==> config.mk <==
export PLATFORM = sky130hd
export DESIGN_NAME = ppn_fifo
export DESIGN_NICKNAME = d
export VERILOG_FILES = /design/src/rtl/ppn_pkg.sv /design/src/rtl/ppn_fifo.sv
export SDC_FILE = /design/constraint.sdc
export NUM_CORES = 1
export LEC_CHECK = 0
export ABC_AREA = 1
export BUFFER_PORTS_ARGS = -buffer_cell sky130_fd_sc_hd__buf_2
export CAP_MARGIN = 20
export CELL_PAD_IN_SITES_DETAIL_PLACEMENT = 1
export CELL_PAD_IN_SITES_GLOBAL_PLACEMENT = 2
export CORE_MARGIN = 10
export CORE_UTILIZATION = 34
export CTS_BUF_LIST = sky130_fd_sc_hd__clkbuf_8
export CTS_CLUSTER_DIAMETER = 200
export CTS_CLUSTER_SIZE = 28
export DETAILED_ROUTE_END_ITERATION = 8
export GPL_TIMING_DRIVEN = 0
export PLACE_DENSITY = 0.9
export SLEW_MARGIN = 20
export SYNTH_ARGS = -nofsm -noshare
export SYNTH_HDL_FRONTEND = slang
export SYNTH_SLANG_ARGS = --single-unit
==> constraint.sdc <==
create_clock -name clk_i -period 1.78 [get_ports clk_i]
set_clock_uncertainty 0.15 [all_clocks]
set_input_delay 0.089 -clock clk_i [delete_from_list [all_inputs] [get_ports clk_i]]
set_output_delay 0.089 -clock clk_i [all_outputs]
set_load 0.01 [all_outputs]
==> src/rtl/ppn_pkg.sv <==
// Shared types and constants of the polygon plane normal block.
// No dependencies; imported by every module of the block.
package ppn_pkg;

  localparam int unsigned MAX_POINTS_DEF = 64;
  localparam int unsigned Q_DEPTH        = 2;
  localparam int unsigned COORD_W        = 24;
  localparam int unsigned NORM_W         = 16;
  localparam int unsigned TOL_W          = 8;
  localparam int unsigned DIFF_W         = 25;
  localparam int unsigned PROD_W         = 50;
  localparam int unsigned CROSS_W        = 51;
  localparam int unsigned MAG_W          = 31;
  localparam int unsigned SQ_W           = 62;
  localparam int unsigned SUM_W          = 64;
  localparam int unsigned ROOT_W         = 33;
  localparam int unsigned NUM_W          = 47;
  localparam int unsigned QUO_W          = 15;
  localparam int unsigned FRAC_W         = 14;
  localparam logic [TOL_W-1:0] TOL_RESET = 8'd1;
  localparam logic [QUO_W-1:0] UNIT_ONE  = 15'd16384;

  typedef enum logic [1:0] {
    STAT_OK   = 2'd0,
    STAT_FEW  = 2'd1,
    STAT_DIFF = 2'd2,
    STAT_OVF  = 2'd3
  } status_e;

  typedef struct packed {
    logic signed [COORD_W-1:0] x;
    logic signed [COORD_W-1:0] y;
    logic signed [COORD_W-1:0] z;
  } point_t;

  typedef struct packed {
    logic signed [NORM_W-1:0] x;
    logic signed [NORM_W-1:0] y;
    logic signed [NORM_W-1:0] z;
  } vec_t;

endpackage

==> src/rtl/ppn_fifo.sv <==
// Small job queue between front and back end.
// Depends on ppn_pkg for its default depth.
module ppn_fifo import ppn_pkg::*; #(
  parameter int unsigned W     = 8,
  parameter int unsigned DEPTH = Q_DEPTH,
  parameter int unsigned PW    = $clog2(DEPTH)
) (
  input  logic         clk_i,
  input  logic         rst_ni,
  input  logic         push_i,
  input  logic [W-1:0] data_i,
  output logic         ready_o,
  input  logic         pop_i,
  output logic         valid_o,
  output logic [W-1:0] data_o
);

  logic [W-1:0]  ent_q [DEPTH];
  logic [PW-1:0] wp_q, rp_q;
  logic [PW:0]   cnt_q;
  logic          do_push, do_pop;

  assign ready_o = (cnt_q != (PW+1)'(DEPTH));
  assign valid_o = (cnt_q != '0);
  assign data_o  = ent_q[rp_q];
  assign do_push = push_i && ready_o;
  assign do_pop  = pop_i && valid_o;

  always_ff @(posedge clk_i) begin
    if (do_push) begin
      ent_q[wp_q] <= data_i;
    end
  end

  always_ff @(posedge clk_i or negedge rst_ni) begin
    if (!rst_ni) begin
      wp_q  <= '0;
      rp_q  <= '0;
      cnt_q <= '0;
    end else begin
      if (do_push) begin
        wp_q <= (wp_q == PW'(DEPTH - 1)) ? '0 : wp_q + PW'(1);
      end
      if (do_pop) begin
        rp_q <= (rp_q == PW'(DEPTH - 1)) ? '0 : rp_q + PW'(1);
      end
      if (do_push && !do_pop) begin
        cnt_q <= cnt_q + (PW+1)'(1);
      end else if (do_pop && !do_push) begin
        cnt_q <= cnt_q - (PW+1)'(1);
      end
    end
  end

endmodule

==> results.txt <==
----------------------------------------------------
[Cells and area]
  Top library cells by usage in the layout, fill and taps aside ... 30 x sky130_fd_sc_hd__nand2_1, 21 x sky130_fd_sc_hd__buf_2, 16 x sky130_fd_sc_hd__edfxtp_1
  Area Overhead vs Synth ... 39.18%
  Final Instance Count excl. Fillers ... roughly 130
  Most common library cell in the layout ignoring fill and taps ... sky130_fd_sc_hd__nand2_1
  Number of nets in the layout ... 120
  Antenna diode count ... 0
  Share of final-layout standard cells stronger than drive strength 1 ... between 30% and 40%

[Timing]
  Setup repair after global routing missed its margin ... false
  Final Hold Fails ... 0
  Sum of negative setup slack ... 0 ns
  # setup viols final ... 0
  Final worst setup slack ... 0.1647 ns
  Final cycle utilization of the critical path ... 90.74%
  Fmax ... around 620 MHz
  Worst slew pin tran ... 0.6308 ns
  Fin crit period ... 1.615 ns
  Pins over their slew limit ... 0
  Relative slew slack ... 57.79%

[Clocking]
  Count of H-tree levels built during CTS ... 1
  Skew-Pair Late Insertion Delay ... between 0.2 and 0.3 ns
  Maximum count of clock buffers along a single path ... 2
  Clk sink count ... 20
  CTS root buffer ... sky130_fd_sc_hd__clkbuf_8
  Clock-pin slew on the worst setup and hold paths ... about 0.070 ns
  CTS tree ... done
  Number of buffers added by the clock tree synthesis step ... 3

[Route]
  Detail Route Antenna Nets ... 0
  Routed vias/inst ... 4.343
  Remaining design rule violation count ... 0
  Vias post-DR ... 582
  Number of search-and-repair iterations in the first detailed-routing pass ... 4
  DRC marker count from the first detailed-route iteration ... 7
  Wirelength, routed ... approximately 1800 µm
  Average wire per standard cell ... 13.12 µm

[Synthesis]
  Instance count of the mapped netlist ... 70
  Leading area contributor after synthesis ... sky130_fd_sc_hd__edfxtp_1
  Yosys Warn Count ... 0
  Synthesized area ... between 800 and 900 µm²
  Register area share after synthesis ... roughly 70%
  Mean instance size in the synthesized netlist ... between 10 and 15 µm²
  Yosys top cell area share ... between 50% and 60%
  Unique cell type count in the Yosys netlist ... 14
  Total of flip-flops plus latches after synthesis ... 20
  Number of nets produced by synthesis ... 83
  Dominant cells by area after synthesis ... sky130_fd_sc_hd__edfxtp_1 58%, sky130_fd_sc_hd__nand2_1 14%, sky130_fd_sc_hd__dfrtp_1 12%

[Global routing]
  Total global routing overflow ... 0
  Via count of the first global-routing pass ... 659
  Met3 global-route usage ... 2.425%
  Overall global routing resource usage ... under 10%
  Global route hottest layer ... met2
  Wire length of the first global-routing pass ... 2904 µm
  Met2 global-route usage ... ~13%
  Antenna violations before repair ... 0
  Met1 usage in global routing ... roughly 7.4%
  Pin count of the biggest net entering global routing ... 13

[Power]
  IR Drop Worst-Case VDD ... 0.0007818 V
  Switching power summed over all nets ... 0.6278 mW
  Proportion of power drawn by the clock network ... between 20 and 25%
  Share of power burned in registers ... 38.8%
  Switching part of the total power ... ~34%
  LEAKAGE ... around 0.53 nW
  Combinational cell fraction of total power ... between 30% and 40%
  Pwr dens ... about 1600 nW/µm²
  Internal power contribution ... between 1 and 1.5 mW

[Placed design]
  Last weighted congestion value of the routability-driven placer ... ~0.62
  Number of buffer cells added on primary ports ... 21
  DPL Wire Length ... approximately 1300 µm
  Post-Place Worst Slack ... around 0.11 ns
  Placed insts ... 119

[Die]
  Initial core utilization ... between 30% and 40%
  Boundary Pins ... 22
  Horizontal extent of the die ... 69.32 µm
  Die extent in y ... between 60 and 70 µm
  Number of cell rows ... 17
  Standard cell core area ... between 2000 and 2500 µm²
  Area of the die ... around 4800 µm²

[Critical path]
  Critical path class ... register to register
  Highest cell delay on the worst timing path ... approximately 0.5 ns
  Crit end category ... register
  CP Cell Sequence ... inv_2 -> nand2_4 -> nand2_4 -> nor2_1
  Critical Path Most Common Cell ... sky130_fd_sc_hd__nand2_4
  Worst-path cell with the longest stage delay ... sky130_fd_sc_hd__nor2_1
  Crit path DAT ... between 1 and 1.5 ns
  Data required time of the critical path ... around 1.5 ns
  Largest driver fanout on the critical path ... 8
  Kind of start point of the critical path ... register

[Run status]
  Status ... finished clean

[Min path]
  Hold WC Path Type ... primary input to async pin

[Flow run]
  Maxcap violations ... 0

----------------------------------------------------
## path summary, 6_finish.rpt
path	start	end	slack, ns	cells past startpoint
max	cnt_q[0]	ent_q[1][1]	0.16	4
min in group clk_i	cnt_q[0]	cnt_q[0]	0.38	1
min reg2reg	cnt_q[0]	cnt_q[0]	0.38	1
max in group asynchronous	rst_ni	rp_q	1.34	2
min	rst_ni	cnt_q[1]	0.02	2
max reg2reg	cnt_q[0]	ent_q[1][1]	0.16	4
## kinds of logic (layout without fill, tap and decap cells)
logic type / count (synthesis) / count (layout) / share of synthesized area (%)
xor+xnor: 2 / 2 / 3.026
simple gates: 39 / 39 / 20.73
buf+inv: 8 / 44 / 4.538
fa+ha+maj: 1 / 1 / 1.513
flops: 20 / 20 / 70.20
## power by group through the flow
stage	Clock [mW]	Sequential, mW	Combinational, mW
detailed placement	0	0.727	0.682
floorplan	0	0.709	0.451
global route	0.471	0.729	0.782
global placement	0	0.715	0.657
finish	0.445	0.716	0.683
CTS	0.452	0.717	0.706
## synthesized netlist by cell type (all sizes together)
master	number
dfrtp	4
buf	1
xor2	1
nand4	1
inv	7
xnor2	1
nand3	2
nor2	2
nand2	34
edfxtp	16
ha	1
## registers in the layout, indices dropped and copies added (netlist names)
register  count
ent_q        16
cnt_q         2
rp_q          1
wp_q          1
## cell type report
| type | instances | area, µm² |
|---|---|---|
| Tap cell | 28 | 35.03 |
| Clock buffer | 3 | 41.29 |
| Clock inverter | 1 | 30.03 |
| Buffer | 1 | 11.26 |
| Multi-Input combinational cell | 42 | 211.5 |
| Timing Repair Buffer | 32 | 215.2 |
| Fill cell | 256 | 1104 |
| Inverter | 7 | 26.28 |
| Sequential cell | 20 | 580.6 |
## critical path, delay by kind of cell, from the launching register on
family	cells	cell delay [ns]
and+or+nand+nor	3	0.62
DFF	1	0.40
buffers and inverters	1	0.08
## metal layers
layer	wire length, µm	up-vias
li1	-	294
met1	660	267
met2	939	16
met3	108	5
met4	50	0
met5	0	-
## through the flow
stage	cell area, µm²	total power, mW	hold WS (ns)	utilization, %
6_report	1151	1.845	0.01583	51.05
5_1_grt	1151	1.982	0.04214	51.05
4_1_cts	1149	1.875	0.008791	50.94
3_5_place_dp	967.2	1.409	-0.2448	42.90
3_3_place_gp	967.2	1.372	-0.2484	42.90
2_1_floorplan	827.0	1.160	-0.3566	-
## repair_timing
| action | CTS | global route |
|---|---|---|
| gates resized for setup | 0 | 1 |
| hold endpoints to repair | 22 | 0 |
| setup endpoints to repair | 0 | 8 |
| hold buffers | 11 | 0 |
| setup buffers | 0 | 0 |
Note: power is estimated with default switching activity, not from simulation.
